**src/sv/ufs_pkg.sv**
```systemverilog
// Shared types, codes and constants for the upstream failover selector.
// No dependencies; imported by every module of the block.
package ufs_pkg;

    localparam int MAX_UPSTREAMS_DEF = 4;
    localparam int TIME_W            = 32;
    localparam int FAIL_W            = 2;
    localparam int HEALTH_W          = 2;
    localparam int COUNT_W           = 3;
    localparam int INDEX_W           = 2;

    localparam logic [FAIL_W-1:0] DOWN_LIMIT    = 2'd3;
    localparam logic [TIME_W-1:0] BACKOFF_RESET = 32'd30000;

    // Operation codes of a request
    localparam logic [1:0] OP_SELECT  = 2'd0;
    localparam logic [1:0] OP_FAIL    = 2'd1;
    localparam logic [1:0] OP_SUCCESS = 2'd2;

    // Health codes
    localparam logic [HEALTH_W-1:0] HEALTH_OK      = 2'd0;
    localparam logic [HEALTH_W-1:0] HEALTH_SUSPECT = 2'd1;
    localparam logic [HEALTH_W-1:0] HEALTH_DOWN    = 2'd2;

    // Configuration register indexes
    localparam logic REG_COUNT   = 1'b0;
    localparam logic REG_BACKOFF = 1'b1;

    // Write enables from the sequencer into the breaker store
    typedef struct packed {
        logic fail_we;
        logic down_we;
    } t_store_wr;

    function automatic logic [HEALTH_W-1:0] health_of(input logic [FAIL_W-1:0] fail);
        if (fail == '0) begin
            return HEALTH_OK;
        end
        return (fail >= DOWN_LIMIT) ? HEALTH_DOWN : HEALTH_SUSPECT;
    endfunction

endpackage

```
**src/sv/upstream_failover_selector.sv**
```systemverilog
// Top level: failover selector sequencer, config registers, output register.
// Depends on ufs_pkg, ufs_breaker_store and ufs_time_alu.
//
//  channel   | handshake                   | payload
//  ----------+-----------------------------+------------------------------------------
//  request   | i_valid / o_ready           | i_operation, i_upstream_index, i_now_ms
//  result    | o_valid / i_ready           | o_chosen_index, o_health_code, o_all_down,
//            |                             | o_index_invalid, o_active_count
//  config    | i_cfg_valid / o_cfg_ready   | i_cfg_index, i_cfg_data
//
// A select request steps through the scan, which reads one server per cycle through the
// single store port and the shared time adder, then through the arm state when a down server
// is probed (its down-until time is rewritten). Failure/success go through the update state,
// and through the arm state when the failure trips the breaker. One request is in flight at a time.
// Synchronous active-low reset clears all breaker state; count resets to 1 and
// backoff to 30000 ms. A result held by a stalled consumer stays in the output
// register; the sequencer waits in its done state until the register frees up.
module upstream_failover_selector import ufs_pkg::*; #(
    parameter int MAX_UPSTREAMS = MAX_UPSTREAMS_DEF
) (
    input  logic                i_clk,
    input  logic                i_rst_n,
    // request
    input  logic                i_valid,
    output logic                o_ready,
    input  logic [1:0]          i_operation,
    input  logic [INDEX_W-1:0]  i_upstream_index,
    input  logic [TIME_W-1:0]   i_now_ms,
    // result
    output logic                o_valid,
    input  logic                i_ready,
    output logic [INDEX_W-1:0]  o_chosen_index,
    output logic [HEALTH_W-1:0] o_health_code,
    output logic                o_all_down,
    output logic                o_index_invalid,
    output logic [COUNT_W-1:0]  o_active_count,
    // configuration
    input  logic                i_cfg_valid,
    output logic                o_cfg_ready,
    input  logic                i_cfg_index,
    input  logic [TIME_W-1:0]   i_cfg_data
);

    localparam int IW = (MAX_UPSTREAMS > 1) ? $clog2(MAX_UPSTREAMS) : 1;

    typedef enum logic [2:0] {
        S_IDLE,
        S_SCAN,
        S_UPDATE,
        S_ARM,
        S_DONE
    } t_state;

    t_state               r_state;
    logic [1:0]           r_op;
    logic [TIME_W-1:0]    r_now;
    logic [COUNT_W-1:0]   r_cnt;
    logic [IW-1:0]        r_k;
    logic [IW-1:0]        r_start;
    logic [COUNT_W-1:0]   r_step;
    logic [INDEX_W-1:0]   r_chosen;
    logic [HEALTH_W-1:0]  r_health;
    logic                 r_all_down;
    logic                 r_invalid;

    logic                 r_o_valid;
    logic [INDEX_W-1:0]   r_o_chosen;
    logic [HEALTH_W-1:0]  r_o_health;
    logic                 r_o_all_down;
    logic                 r_o_invalid;
    logic [COUNT_W-1:0]   r_o_count;

    logic [COUNT_W-1:0]   r_cfg_count;
    logic [TIME_W-1:0]    r_backoff;

    // store and adder hookup
    t_store_wr            st_wr;
    logic [FAIL_W-1:0]    st_fail_wdata;
    logic [FAIL_W-1:0]    st_fail;
    logic [TIME_W-1:0]    st_down;
    logic                 alu_sub;
    logic [TIME_W-1:0]    alu_b;
    logic [TIME_W-1:0]    alu_sum;

    logic [COUNT_W-1:0]   eff_cnt;
    logic [COUNT_W-1:0]   start_mod;
    logic [FAIL_W-1:0]    n_fail;
    logic                 idx_in_range;
    logic                 k_last;
    logic                 step_last;

    // Zero count means one server; clamp to the storage depth.
    always_comb begin
        eff_cnt = r_cfg_count;
        if (r_cfg_count == '0) begin
            eff_cnt = COUNT_W'(1);
        end else if (32'(r_cfg_count) > MAX_UPSTREAMS) begin
            eff_cnt = COUNT_W'(MAX_UPSTREAMS);
        end
    end

    // start % count: index is at most 3, so three conditional subtracts do it
    always_comb begin
        start_mod = COUNT_W'(i_upstream_index);
        for (int i = 0; i < 3; i++) begin
            if (start_mod >= eff_cnt) begin
                start_mod = start_mod - eff_cnt;
            end
        end
    end

    assign idx_in_range = (32'(i_upstream_index) < MAX_UPSTREAMS);
    assign k_last       = (32'(r_k) + 1 == 32'(r_cnt));
    assign step_last    = (32'(r_step) + 1 == 32'(r_cnt));

    // next failure count for failure/success requests
    always_comb begin
        n_fail = st_fail;
        if (r_op == OP_FAIL) begin
            if (st_fail < DOWN_LIMIT) begin
                n_fail = st_fail + FAIL_W'(1);
            end
        end else if (r_op == OP_SUCCESS) begin
            n_fail = '0;
        end
    end

    always_comb begin
        st_wr         = '0;
        st_fail_wdata = n_fail;
        alu_sub       = 1'b1;
        alu_b         = st_down;
        case (r_state)
            S_UPDATE: begin
                st_wr.fail_we = (r_op == OP_FAIL) || (r_op == OP_SUCCESS);
            end
            S_ARM: begin
                st_wr.down_we = 1'b1;
                alu_sub       = 1'b0;
                alu_b         = r_backoff;
            end
            default: begin
            end
        endcase
    end

    ufs_breaker_store #(
        .DEPTH (MAX_UPSTREAMS),
        .IW    (IW)
    ) u_store (
        .i_clk   (i_clk),
        .i_rst_n (i_rst_n),
        .i_addr  (r_k),
        .i_wr    (st_wr),
        .i_fail  (st_fail_wdata),
        .i_down  (alu_sum),
        .o_fail  (st_fail),
        .o_down  (st_down)
    );

    // now - down_until while scanning, now + backoff while arming
    ufs_time_alu u_alu (
        .i_sub (alu_sub),
        .i_a   (r_now),
        .i_b   (alu_b),
        .o_sum (alu_sum)
    );

    // config registers: always writable; the user must write them only while idle, the block does not enforce it
    always_ff @(posedge i_clk) begin
        if (!i_rst_n) begin
            r_cfg_count <= COUNT_W'(1);
            r_backoff   <= BACKOFF_RESET;
        end else if (i_cfg_valid) begin
            case (i_cfg_index)
                REG_COUNT:   r_cfg_count <= i_cfg_data[COUNT_W-1:0];
                REG_BACKOFF: r_backoff   <= i_cfg_data;
                default: begin
                end
            endcase
        end
    end

    // sequencer and output register
    always_ff @(posedge i_clk) begin
        if (!i_rst_n) begin
            r_state   <= S_IDLE;
            r_o_valid <= 1'b0;
        end else begin
            // the done state owns the output valid while it is waiting
            if (r_o_valid && i_ready && (r_state != S_DONE)) begin
                r_o_valid <= 1'b0;
            end
            case (r_state)
                S_IDLE: begin
                    if (i_valid) begin
                        r_op       <= i_operation;
                        r_now      <= i_now_ms;
                        r_cnt      <= eff_cnt;
                        r_start    <= IW'(start_mod);
                        r_step     <= '0;
                        r_chosen   <= i_upstream_index;
                        r_health   <= HEALTH_OK;
                        r_all_down <= 1'b0;
                        r_invalid  <= 1'b0;
                        if (i_operation == OP_SELECT) begin
                            r_k     <= IW'(start_mod);
                            r_state <= S_SCAN;
                        end else if (!idx_in_range) begin
                            r_invalid <= 1'b1;
                            r_state   <= S_DONE;
                        end else begin
                            r_k     <= IW'(i_upstream_index);
                            r_state <= S_UPDATE;
                        end
                    end
                end
                S_SCAN: begin
                    if (st_fail < DOWN_LIMIT) begin
                        // closed breaker: take it as is
                        r_chosen <= INDEX_W'(r_k);
                        r_health <= health_of(st_fail);
                        r_state  <= S_DONE;
                    end else if (!alu_sum[TIME_W-1]) begin
                        // open breaker whose probe time has come
                        r_state <= S_ARM;
                    end else if (step_last) begin
                        // nothing qualified; every server scanned is down
                        r_chosen   <= INDEX_W'(r_start);
                        r_health   <= HEALTH_DOWN;
                        r_all_down <= 1'b1;
                        r_state    <= S_DONE;
                    end else begin
                        r_step <= r_step + COUNT_W'(1);
                        r_k    <= k_last ? '0 : r_k + IW'(1);
                    end
                end
                S_UPDATE: begin
                    r_health <= health_of(n_fail);
                    if ((r_op == OP_FAIL) && (st_fail == DOWN_LIMIT - FAIL_W'(1))) begin
                        r_state <= S_ARM;
                    end else begin
                        r_state <= S_DONE;
                    end
                end
                S_ARM: begin
                    r_chosen <= INDEX_W'(r_k);
                    r_health <= HEALTH_DOWN;
                    r_state  <= S_DONE;
                end
                S_DONE: begin
                    if (!r_o_valid || i_ready) begin
                        r_o_valid    <= 1'b1;
                        r_o_chosen   <= r_chosen;
                        r_o_health   <= r_health;
                        r_o_all_down <= r_all_down;
                        r_o_invalid  <= r_invalid;
                        r_o_count    <= r_cnt;
                        r_state      <= S_IDLE;
                    end
                end
                default: begin
                    r_state <= S_IDLE;
                end
            endcase
        end
    end

    assign o_ready         = (r_state == S_IDLE);
    assign o_cfg_ready     = 1'b1;
    assign o_valid         = r_o_valid;
    assign o_chosen_index  = r_o_chosen;
    assign o_health_code   = r_o_health;
    assign o_all_down      = r_o_all_down;
    assign o_index_invalid = r_o_invalid;
    assign o_active_count  = r_o_count;

endmodule

```
**src/sv/ufs_breaker_store.sv**
```systemverilog
// Per-server breaker state: failure count and down-until time.
// A single address serves the read and both writes; uses ufs_pkg.
module ufs_breaker_store import ufs_pkg::*; #(
    parameter int DEPTH = MAX_UPSTREAMS_DEF,
    parameter int IW    = (DEPTH > 1) ? $clog2(DEPTH) : 1
) (
    input  logic              i_clk,
    input  logic              i_rst_n,
    input  logic [IW-1:0]     i_addr,
    input  t_store_wr         i_wr,
    input  logic [FAIL_W-1:0] i_fail,
    input  logic [TIME_W-1:0] i_down,
    output logic [FAIL_W-1:0] o_fail,
    output logic [TIME_W-1:0] o_down
);

    logic [FAIL_W-1:0] r_fail [DEPTH];
    logic [TIME_W-1:0] r_down [DEPTH];

    always_ff @(posedge i_clk) begin
        if (!i_rst_n) begin
            for (int i = 0; i < DEPTH; i++) begin
                r_fail[i] <= '0;
                r_down[i] <= '0;
            end
        end else begin
            if (i_wr.fail_we) begin
                r_fail[i_addr] <= i_fail;
            end
            if (i_wr.down_we) begin
                r_down[i_addr] <= i_down;
            end
        end
    end

    assign o_fail = r_fail[i_addr];
    assign o_down = r_down[i_addr];

endmodule

```
**src/sv/ufs_time_alu.sv**
```systemverilog
// Shared 32-bit add/subtract unit for probe-time checks and backoff arming.
// Uses ufs_pkg.
module ufs_time_alu import ufs_pkg::*; (
    input  logic              i_sub,
    input  logic [TIME_W-1:0] i_a,
    input  logic [TIME_W-1:0] i_b,
    output logic [TIME_W-1:0] o_sum
);

    logic [TIME_W-1:0] b_op;

    // a - b as a + ~b + 1
    assign b_op  = i_sub ? ~i_b : i_b;
    assign o_sum = i_a + b_op + TIME_W'(i_sub);

endmodule

```
**config.mk**
```make
export PLATFORM = sky130hd
export DESIGN_NAME = upstream_failover_selector
export DESIGN_NICKNAME = d
export VERILOG_FILES = /design/src/sv/ufs_pkg.sv /design/src/sv/upstream_failover_selector.sv /design/src/sv/ufs_breaker_store.sv /design/src/sv/ufs_time_alu.sv
export SDC_FILE = /design/constraint.sdc
export NUM_CORES = 1
export LEC_CHECK = 0
export ABC_CLOCK_PERIOD_IN_PS = 13400
export BUFFER_PORTS_ARGS = -buffer_cell sky130_fd_sc_hd__clkbuf_2
export CAP_MARGIN = 0
export CORE_ASPECT_RATIO = 1.4
export CORE_MARGIN = 1.5
export CORE_UTILIZATION = 35
export DETAILED_ROUTE_END_ITERATION = 16
export GPL_TIMING_DRIVEN = 0
export PLACE_DENSITY_LB_ADDON = 0.2
export SYNTH_ARGS = -nofsm -noshare
export SYNTH_HDL_FRONTEND = slang
export SYNTH_HIERARCHICAL = 1
export SYNTH_SLANG_ARGS = --single-unit
export TNS_END_PERCENT = 1
```
**constraint.sdc**
```tcl
create_clock -name i_clk -period 13.4 [get_ports i_clk]
set_input_delay 2.68 -clock i_clk [delete_from_list [all_inputs] [get_ports i_clk]]
set_output_delay 2.68 -clock i_clk [all_outputs]
set_load 0.02 [all_outputs]
```
# ---- Word level (Yosys, flattened, before mapping)
# Memories as Yosys holds them, arrays and structs flattened. A register that Yosys moved wholly into a read port is not among the register bits.
# Index checks and enable logic that the tools add are counted.
dict set report word_totals {
  ff_bits 96
  ram_bits 136
  in_bits 74
  out_inout_bits 12
  elab_cells 161
  n_memories 2
}
# name depth width read_ports rd_ports_with_merged_regs write_ports line_no
set mem_list {}
lappend mem_list {u_store.r_down 4 32 1 1 4 ufs_breaker_store.sv:18} ;# logic [TIME_W-1:0] r_down [DEPTH];
lappend mem_list {u_store.r_fail 4 2 1 1 4 ufs_breaker_store.sv:17} ;# logic [FAIL_W-1:0] r_fail [DEPTH];
dict set report op_classes {
  add_sub_neg 10
  magnitude_cmp 7
  eq_ne 19
  muxes 79
  bitwise 2
  reduce_logical 25
}
# op count
set op_table {}
lappend op_table {{$mux W32} 3}
lappend op_table {{$mux W2} 30}
lappend op_table {{$mux W3} 14}
lappend op_table {{$add A32 B1 Y32} 1}
lappend op_table {{$add A32 B32 Y32} 1}
lappend op_table {{$not A32 Y32} 1}
lappend op_table {{$reduce_or A32 Y1} 1}
lappend op_table {{$mux W1} 26}
lappend op_table {{$pmux W3 S5} 1}
lappend op_table {{$ne A2 B2 Y1 const B} 6}
lappend op_table {{$reduce_and A6 Y1} 2}
lappend op_table {{$reduce_and A5 Y1} 2}
lappend op_table {{$ne A3 B3 Y1 const B} 3}
lappend op_table {{$reduce_and A3 Y1} 3}
lappend op_table {{$pmux W2 S4} 1}
lappend op_table {{$eq A3 B2 Y1 const B} 2}
lappend op_table {{$ge A3 B3 Y1} 2}
lappend op_table {{$logic_not A2 Y1} 3}
lappend op_table {{$logic_not A3 Y1} 2}
lappend op_table {{$pmux W2 S3} 1}
lappend op_table {{$pmux W3 S2} 1}
lappend op_table {{$add A2 B1 Y2 const B} 2}
lappend op_table {{$add A3 B1 Y4 const B} 1}
lappend op_table {{$eq A2 B2 Y1 const B} 2}
lappend op_table {{other kinds (26)} 31}

# ---- Longest topological paths before layout
# Gate-level depths: netlist of run 1.
dict set report logic_depth {
  depth_word 13
  mapped_depth 19
  ltp_nobuf 17
}

# ---- Modules after synthesis
# The synthesis of run 1 kept the hierarchy.
# mod instances cells_each area_per_inst_um2 seq_area_each_um2
set by_module_without_submodules {}
lappend by_module_without_submodules {ufs_breaker_store 1 384 5788.1 4083.9}
lappend by_module_without_submodules {upstream_failover_selector 1 413 4521.8 2492.4}
lappend by_module_without_submodules {ufs_time_alu 1 292 2145.8 0.0}

# ---- Worst setup path after synthesis of run 1
# OpenSTA, ideal clock, no wires.
dict set report synth_path {
  path_type {input -> register}
  start {input i_rst_n}
  end {register r_cnt[0], enable pin}
  setup_time_ns 0.546
  arrival_time_ns 6.889
  required_ns 12.854
  path_slack_ns 5.965
  stages 2
  n_path_buf 0
  cell_sequence {nand2b_1 nor4b_1}
}
dict set report synth_via {
  elab_chain_len 1
}
# item line_no
set synth_lines {}
lappend synth_lines {{start, declared} upstream_failover_selector.sv:22} ;# input logic i_rst_n,
lappend synth_lines {{$reduce_and A3 Y1 (no line)} -}
lappend synth_lines {{end signal, assigned} upstream_failover_selector.sv:199} ;# r_cnt <= eff_cnt;
lappend synth_lines {{end, declared} upstream_failover_selector.sv:57} ;# logic [COUNT_W-1:0] r_cnt;
# Every way passes these cells.
# A chain may end at the register's enable or synchronous reset.

# ---- Worst setup path in the final report of run 1
dict set report layout_path {
  start {input i_upstream_index[0]}
  end {register r_k[1] (data pin)}
}
dict set report layout_via {
  elab_chain_len 9
  elab_cells_between_ends 12
  cone_classes {add/sub: 3; order compare: 3; mux: 6}
}
# item line_no
set layout_lines {}
lappend layout_lines {{start, declared} upstream_failover_selector.sv:27} ;# input logic [INDEX_W-1:0] i_upstream_index,
lappend layout_lines {{$sub A2 B3 Y3 / $ge A2 B3 Y1 (equally long branches)} {upstream_failover_selector.sv:107, upstream_failover_selector.sv:106}}
lappend layout_lines {{$mux W3 (*)} upstream_failover_selector.sv:106} ;# if (start_mod >= eff_cnt) begin
lappend layout_lines {{$sub A3 B3 Y3 / $ge A3 B3 Y1 (equally long branches)} {upstream_failover_selector.sv:107, upstream_failover_selector.sv:106}}
lappend layout_lines {{$mux W3 (*)} upstream_failover_selector.sv:106}
lappend layout_lines {{$ge A3 B3 Y1 / $sub A2 B2 Y2 (equally long branches)} {upstream_failover_selector.sv:106, upstream_failover_selector.sv:107}}
lappend layout_lines {{$mux W2 (*)} upstream_failover_selector.sv:106}
lappend layout_lines {{named net start_mod[1]} upstream_failover_selector.sv:86} ;# logic [COUNT_W-1:0] start_mod;
lappend layout_lines {{$mux W2 (*)} upstream_failover_selector.sv:206} ;# if (i_operation == OP_SELECT) begin
lappend layout_lines {{$mux W2 (*)} upstream_failover_selector.sv:196} ;# if (i_valid) begin
lappend layout_lines {{$pmux W2 S2 (*)} upstream_failover_selector.sv:194} ;# case (r_state)
lappend layout_lines {{end signal, assigned} upstream_failover_selector.sv:207} ;# r_k <= IW'(start_mod);
lappend layout_lines {{end signal, assigned} upstream_failover_selector.sv:213} ;# r_k <= IW'(i_upstream_index);
lappend layout_lines {{end signal, assigned} upstream_failover_selector.sv:235} ;# r_k <= k_last ? '0 : r_k + IW'(1);
lappend layout_lines {{end, declared} upstream_failover_selector.sv:58} ;# logic [IW-1:0] r_k;
# Mark *: on every way through the listed nets, which the timed path passes. The rest lies on a longest branch. The select of a mux whose other input is x is not followed.

==> impl_metrics.tcl, run 1 <==
set metrics [dict create \
    outcome "completed" \
    clock_latency_ns 0.54 \
    async_flop_share_pct 0 \
    criticalPathCategory "in -> reg" \
    grt_pass1_vias 8792 \
    comb_power_share_pct 21.4 \
    core_um2 35000 \
    cts_tree "done" \
    setup_tns_ns 0 \
    rows 81 \
    die_width_um 162 \
    swShare_pct 28.2 \
    vdd_drop_max_v 0.0000808 \
    ys_ff_latch 232 \
    clk_pin_slew_worst_paths_ns 0.06 \
    cts_hold_buf 0 \
    grt_use_total_pct 18.2 \
    worstSetupStartpointType "input port" \
    drv_slew 0 \
    syn_to_final_growth_pct 16.0 \
    power_density_nw_per_um2 136 \
    synth_cell_types 74 \
    synth_nets 1217 \
    synthFlopType "edfxtp_1" \
    netlist_instances 1089 \
    cp_slowest_stage_delay_ns 0.47 \
    place_hpwl_mm 24.0 \
    worstMarginPinSlew_ns 0.953 \
    endpoint_kind "flop" \
    port-buffer-count 83 \
    rsz0062_at_grt "false" \
    finalClockSkew_ns 0.0165 \
    p_clk_share_pct 36.3 \
    static-leakage-power_nw 5.67 \
    met3_length_mm 1.36 \
    routabilityCongestion 0.826 \
    initial_core_util_pct 35.6 \
    ys_seq_area_share_pct 52.8 \
    drive_above_1_share_pct 20.1 \
    min_to "o_health_code[0]$_DFFE_PP_" \
    wl_per_cell_um 19.4 \
    via_count 8552 \
    pwr-share-seq_pct 42.4 \
    fp.dieH_um 226 \
    avgSynthCellArea_um2 11.4 \
    hold_class "reg -> reg" \
    drt_iter0_drc 617 \
    slew_headroom_pct 36.3 \
    dieArea_um2 36700 \
    drt-met1-wl_mm 13.5 \
    cts.sinks 232 \
    antenna_found_initial 0 \
    reg2reg_depth 17 \
    cpMostUsedCell "ha_1" \
    drt-total-wl_mm 32.6 \
    reg2reg_from "r_state[1]$_SDFFE_PN0P_" \
    synth_area_um2 12500 \
    setup_viol 0 \
    drc 0 \
    grt.overflow.total 0 \
    first_pass_iters 5 \
    hold_viol 0 \
    n_antenna_cell 0 \
    cts_resized 0 \
    seq_area_um2 6580 \
    h-tree-depth 1 \
    wl_met2_mm 17.0 \
    multi_input_area_um2 5370 \
    cp.arrival_ns 6.63 \
    root_buffer "clkbuf_16" \
    fin_crit_ns 6.34 \
    hold_depth 0 \
    grt_first_pass_wirelength_mm 49.9 \
    maxUsedRoutingLayer "met4" \
    ant_nets 0 \
    hold_path.startpoint "r_health[0]$_DFFE_PP_" \
    postCtsSetupBuffers 0 \
    reg2reg_setup_slack_ns 7.30 \
    cts_buffers 25 \
    internal_power_mw 1.41 \
    final_common_cell "edfxtp_1" \
    critPathMaxFanout 7 \
    fill_cells 3380 \
    drv_cap 0 \
    final_cell_mix "193 x edfxtp_1, 138 x nor2_1, 106 x nand2_1, 83 x clkbuf_2, 60 x inv_1" \
    crit_slowest_cell "o21ai_0" \
    worstReg2RegEnd "r_k[0]$_DFFE_PP_" \
    ys.warnings.count 6 \
    crit_chain "clkbuf_2 -> inv_1 -> ha_1 -> inv_1 -> fa_1 -> nor4_1 -> ha_1 -> a21oi_1 -> o21ai_1 -> a211oi_1 -> nor2_1 -> ha_1 -> nor2b_1 -> o21ai_0 -> nor2_1 -> a221o_1 -> a21bo_1" \
    worstPathRequired_ns 13.69 \
    power_mw 1.96 \
    grt_max_degree 22 \
    cts.path.max_buffers 3 \
    fmax_ghz 0.158 \
    p_switching_mw 0.553 \
    min_period_over_period_pct 47.3 \
    io_pins 86 \
    synth_edf_count 193 \
    viasPerCell 5.08 \
    final_nets 1336 \
]
==> cell type report <==
cell class	instances	share of cell area [%]
clock inverter	16	1.29
multi-input combinational	735	37.2
tap	456	3.95
clock buffer	30	4.46
sequential	232	45.5
timing repair buffer	92	3.79
inverter	60	1.56
buffer	62	2.28
==> power by group through the flow <==
| stage | sequential, mW | combinational (mW) | clock, mW |
|---|---|---|---|
| detailed placement | 0.846 | 0.418 | 0 |
| finish | 0.830 | 0.419 | 0.710 |
| global route | 0.834 | 0.461 | 0.750 |
| global placement | 0.850 | 0.409 | 0 |
| CTS | 0.830 | 0.420 | 0.728 |
| floorplan | 0.843 | 0.297 | 0 |
==> sequential cells by signal, indices dropped and copies added (netlist names), 3 cells and up <==
register / cells
o_active_count: 3
u_store/r_fail: 8
r_step: 3
r_now: 32
r_state: 3
r_cnt: 3
u_store/r_down: 128
r_backoff: 32
r_cfg_count: 3
==> Yosys cell counts (3+ instances only) <==
library cell / n / area, um2
o21ai_1: 3 / 15.0
buf_1: 3 / 11.3
o21ai_0: 25 / 125
edfxtp_1: 193 / 5800
nor3b_1: 5 / 37.5
ha_1: 51 / 638
and3_1: 3 / 18.8
nand4_1: 7 / 43.8
nor4_1: 4 / 25.0
xor2_1: 44 / 385
xnor2_1: 23 / 201
mux2i_1: 3 / 30.0
a211oi_1: 4 / 30.0
buf_4: 3 / 22.5
dfxtp_1: 39 / 781
or2_2: 3 / 18.8
mux2_2: 32 / 360
o21a_1: 5 / 37.5
buf_2: 23 / 115
buf_6: 6 / 67.6
nand2_1: 107 / 402
a21boi_0: 19 / 143
nand2b_1: 9 / 56.3
inv_1: 60 / 225
and2_1: 5 / 31.3
nor2b_1: 14 / 87.6
and4_1: 3 / 26.3
nor2_1: 138 / 518
o31ai_1: 4 / 30.0
a21boi_1: 11 / 82.6
fa_1: 3 / 60.1
a31oi_1: 6 / 37.5
nand3_1: 53 / 265
mux4_2: 34 / 766
a21o_1: 13 / 97.6
o21bai_1: 7 / 52.6
clkbuf_1: 26 / 97.6
a21oi_1: 46 / 230
nor3_1: 10 / 50.1
==> worst max-delay path: cells and delay by family <==
| kind | cells | cell delay, ns |
|---|---|---|
| buf+inv | 3 | 0.29 |
| fa+ha+maj | 4 | 1.21 |
| compound gates | 6 | 1.79 |
| simple gates | 4 | 0.65 |
==> kinds of logic after synthesis <==
family                     count (synthesis)  synth area share, %
DFF                                      232                 52.8
and+or+nand+nor                          369                 13.2
other                                      2               0.0603
xor gates and xnor gates                  68                 4.89
adders and majority gates                 54                 5.61
AOI/OAI and AO/OA                        171                 9.47
buffers and inverters                    122                 4.45
muxes                                     71                 9.51
==> routing by layer <==
| metal | vias up | track usage [%] |
|---|---|---|
| met5 | - | 0 |
| met4 | 0 | 5.59 |
| met3 | 42 | 2.24 |
| met2 | 182 | 34.1 |
| met1 | 4182 | 21.4 |
| li1 | 4146 | - |
==> metrics by stage <==
step	hold WS (ns)	util (%)	area, um2	std cells	setup slack [ns]
2_1_floorplan	0.400	-	12500	1089	5.96
3_3_place_gp	0.401	38.4	13400	1628	2.54
3_5_place_dp	0.406	38.9	13600	1637	6.53
4_1_cts	0.421	41.3	14400	1683	7.09
5_1_grt	0.437	41.3	14400	1683	6.66
6_report	0.420	41.3	14400	1683	7.06
==> worst max path at each step <==
stage | startpoint | end | slack [ns] | depth (start not counted)
global route | i_upstream_index[0] | r_k[1]$_DFFE_PP_ | 6.66 | 17
detailed placement | i_upstream_index[0] | r_k[1]$_DFFE_PP_ | 6.53 | 17
finish | i_upstream_index[0] | r_k[1]$_DFFE_PP_ | 7.06 | 17
CTS | i_upstream_index[0] | r_k[1]$_DFFE_PP_ | 7.09 | 17
floorplan | i_rst_n | r_cnt[0]$_DFFE_PP_ | 5.96 | 2
global placement | i_rst_n | r_now[25]$_DFFE_PP_ | 2.54 | 3
No activity file was read; power rests on OpenSTA's default activity.
==> inputs of run 2 (changes only) <==
ABC_CLOCK_PERIOD_IN_PS = 6500   (was 13400)
clock period = 6.5 ns   (was 13.4 ns; I/O delays follow)
==> run 2 against run 1 <==
Effect of this change: sequential power increased by 110%; global-route usage unchanged; clock-buffer cell count unchanged; wire length about the same.
==> impl_metrics.tcl, run 2 (synthesized netlist as in run 1, its figures left out) <==
set metrics [dict create \
    outcome "completed" \
    grt_use_total_pct 18.2 \
    vdd_drop_max_v 0.000167 \
    root_buffer "clkbuf_16" \
    cts.path.max_buffers 3 \
    io_pins 86 \
    grt_pass1_vias 8792 \
    drv_cap 0 \
    rsz0062_at_grt "false" \
    critPathMaxFanout 10 \
    final_common_cell "edfxtp_1" \
    wl_per_cell_um 19.4 \
    grt_max_degree 22 \
    fin_crit_ns 5.96 \
    crit_chain "buf_2 -> nand2_1 -> buf_2 -> buf_6 -> clkbuf_1 -> xor2_1 -> ha_1 -> a21oi_1 -> nand2_1 -> a41o_1 -> a32oi_4 -> o31ai_1 -> a21oi_1 -> xnor2_2 -> a31oi_1 -> or3_1 -> a21oi_1" \
    dieArea_um2 36700 \
    grt.overflow.total 0 \
    worstSetupStartpointType "flop" \
    n_antenna_cell 0 \
    multi_input_area_um2 5380 \
    slew_headroom_pct 36.4 \
    finalClockSkew_ns 0.0159 \
    postCtsSetupBuffers 0 \
    final_nets 1336 \
    power_mw 4.04 \
    worstMarginPinSlew_ns 0.950 \
    p_switching_mw 1.14 \
    hold_class "reg -> reg" \
    antenna_found_initial 0 \
    final_cell_mix "193 x edfxtp_1, 138 x nor2_1, 106 x nand2_1, 83 x clkbuf_2, 60 x inv_1" \
    hold_depth 0 \
    regMostFlops "u_store/r_down" \
    cpMostUsedCell "a21oi_1" \
    postLayoutCoreUtil_pct 41.3 \
    cts.sinks 232 \
    hold_viol 0 \
    ant_nets 0 \
    cp.arrival_ns 6.13 \
    drive_above_1_share_pct 20.2 \
    clk_pin_slew_worst_paths_ns 0.06 \
    internal_power_mw 2.90 \
    crit_slowest_cell "clkbuf_1" \
    largestRegisters "u_store/r_down: 128 flops, r_backoff: 32 flops, r_now: 32 flops" \
    min_period_over_period_pct 91.7 \
    endpoint_kind "flop" \
    die_width_um 162 \
    routabilityCongestion 0.826 \
    largest_register_ffs 128 \
    syn_to_final_growth_pct 16.1 \
    cts_buffers 25 \
    comb_power_share_pct 21.4 \
    clock_latency_ns 0.54 \
    h-tree-depth 1 \
    pwr-share-seq_pct 42.4 \
    swShare_pct 28.2 \
    dp.cells 1637 \
    rows 81 \
    port-buffer-count 83 \
    power_density_nw_per_um2 279 \
    setup_slack_ns 0.537 \
    drv_slew 0 \
    drt_iter0_drc 618 \
    via_count 8546 \
    viasPerCell 5.08 \
    place_hpwl_mm 24.0 \
    static-leakage-power_nw 5.68 \
    cp_slowest_stage_delay_ns 0.70 \
    fill_cells 3380 \
    cts_hold_buf 0 \
    cts_tree "done" \
    initial_core_util_pct 35.6 \
    grt_first_pass_wirelength_mm 49.9 \
    criticalPathCategory "reg -> reg" \
    drt-total-wl_mm 32.6 \
    first_pass_iters 5 \
    fmax_ghz 0.168 \
    final_cells 1683 \
    worstPathRequired_ns 6.67 \
    fp.dieH_um 226 \
    setup_viol 0 \
    reg2reg_depth 17 \
    seq_area_um2 6580 \
    core_um2 35000 \
    p_clk_share_pct 36.2 \
    drc 0 \
    dp_slack_ns 0.413 \
]
[run 2: cell count changes in the layout (fill, tap and decap cells not counted)]
cell,change
xnor2_1,-1
xnor2_2,+1
[run 2: path summary, 6_finish.rpt]
path | slack, ns | from | end
setup / recovery | 0.54 | r_state[1]$_SDFFE_PN0P_ | r_k[0]$_DFFE_PP_
hold / removal | 0.42 | r_health[0]$_DFFE_PP_ | o_health_code[0]$_DFFE_PP_
setup reg to reg | 0.54 | r_state[1]$_SDFFE_PN0P_ | r_k[0]$_DFFE_PP_
hold reg to reg | 0.42 | r_health[0]$_DFFE_PP_ | o_health_code[0]$_DFFE_PP_
[run 2: worst max-delay path: cells and delay by family (launching register included)]
kind,cells,cell delay (ns)
flip-flops,1,0.34
AND/OR/NAND/NOR,3,0.92
adder cells (fa/ha/maj),1,0.39
AO/OA/AOI/OAI,7,2.06
buffers and inverters,4,1.42
XOR/XNOR,2,0.44
[run 2: what timing repair did]
action,CTS,global route
endpoints found under the setup margin,0,5
endpoints found under the hold margin,0,0
resized for setup,0,1
[run 2: final cells by class]
cell class | instances | area share, %
buffer | 62 | 2.28
timing repair buffer | 92 | 3.79
clock inverter | 16 | 1.29
inverter | 60 | 1.56
clock buffer | 30 | 4.46
sequential | 232 | 45.5
tap | 456 | 3.95
multi-input combinational | 735 | 37.2
[run 2: power by group through the flow]
stage          clock network (mW)  registers [mW]  logic (mW)
5_1_grt                      1.55            1.72       0.954
3_5_place_dp                    0            1.74       0.861
4_1_cts                      1.50            1.71       0.866
6_report                     1.46            1.71       0.864
3_3_place_gp                    0            1.75       0.843
2_1_floorplan                   0            1.74       0.613
[run 2: per-layer routing]
layer	part of all wire, %	track usage [%]
met5	0	0
met4	2.3	5.59
met3	4.1	2.24
met2	52	34.1
met1	42	21.4
[run 2: per-stage QoR]
step                area, um2  setup TNS [ns]  hold slack [ns]
finish                  14500               0            0.420
global route            14500               0            0.437
CTS                     14400               0            0.421
detailed placement      13600               0            0.406
global placement        13400         -147.17            0.401
floorplan               12500               0            0.400
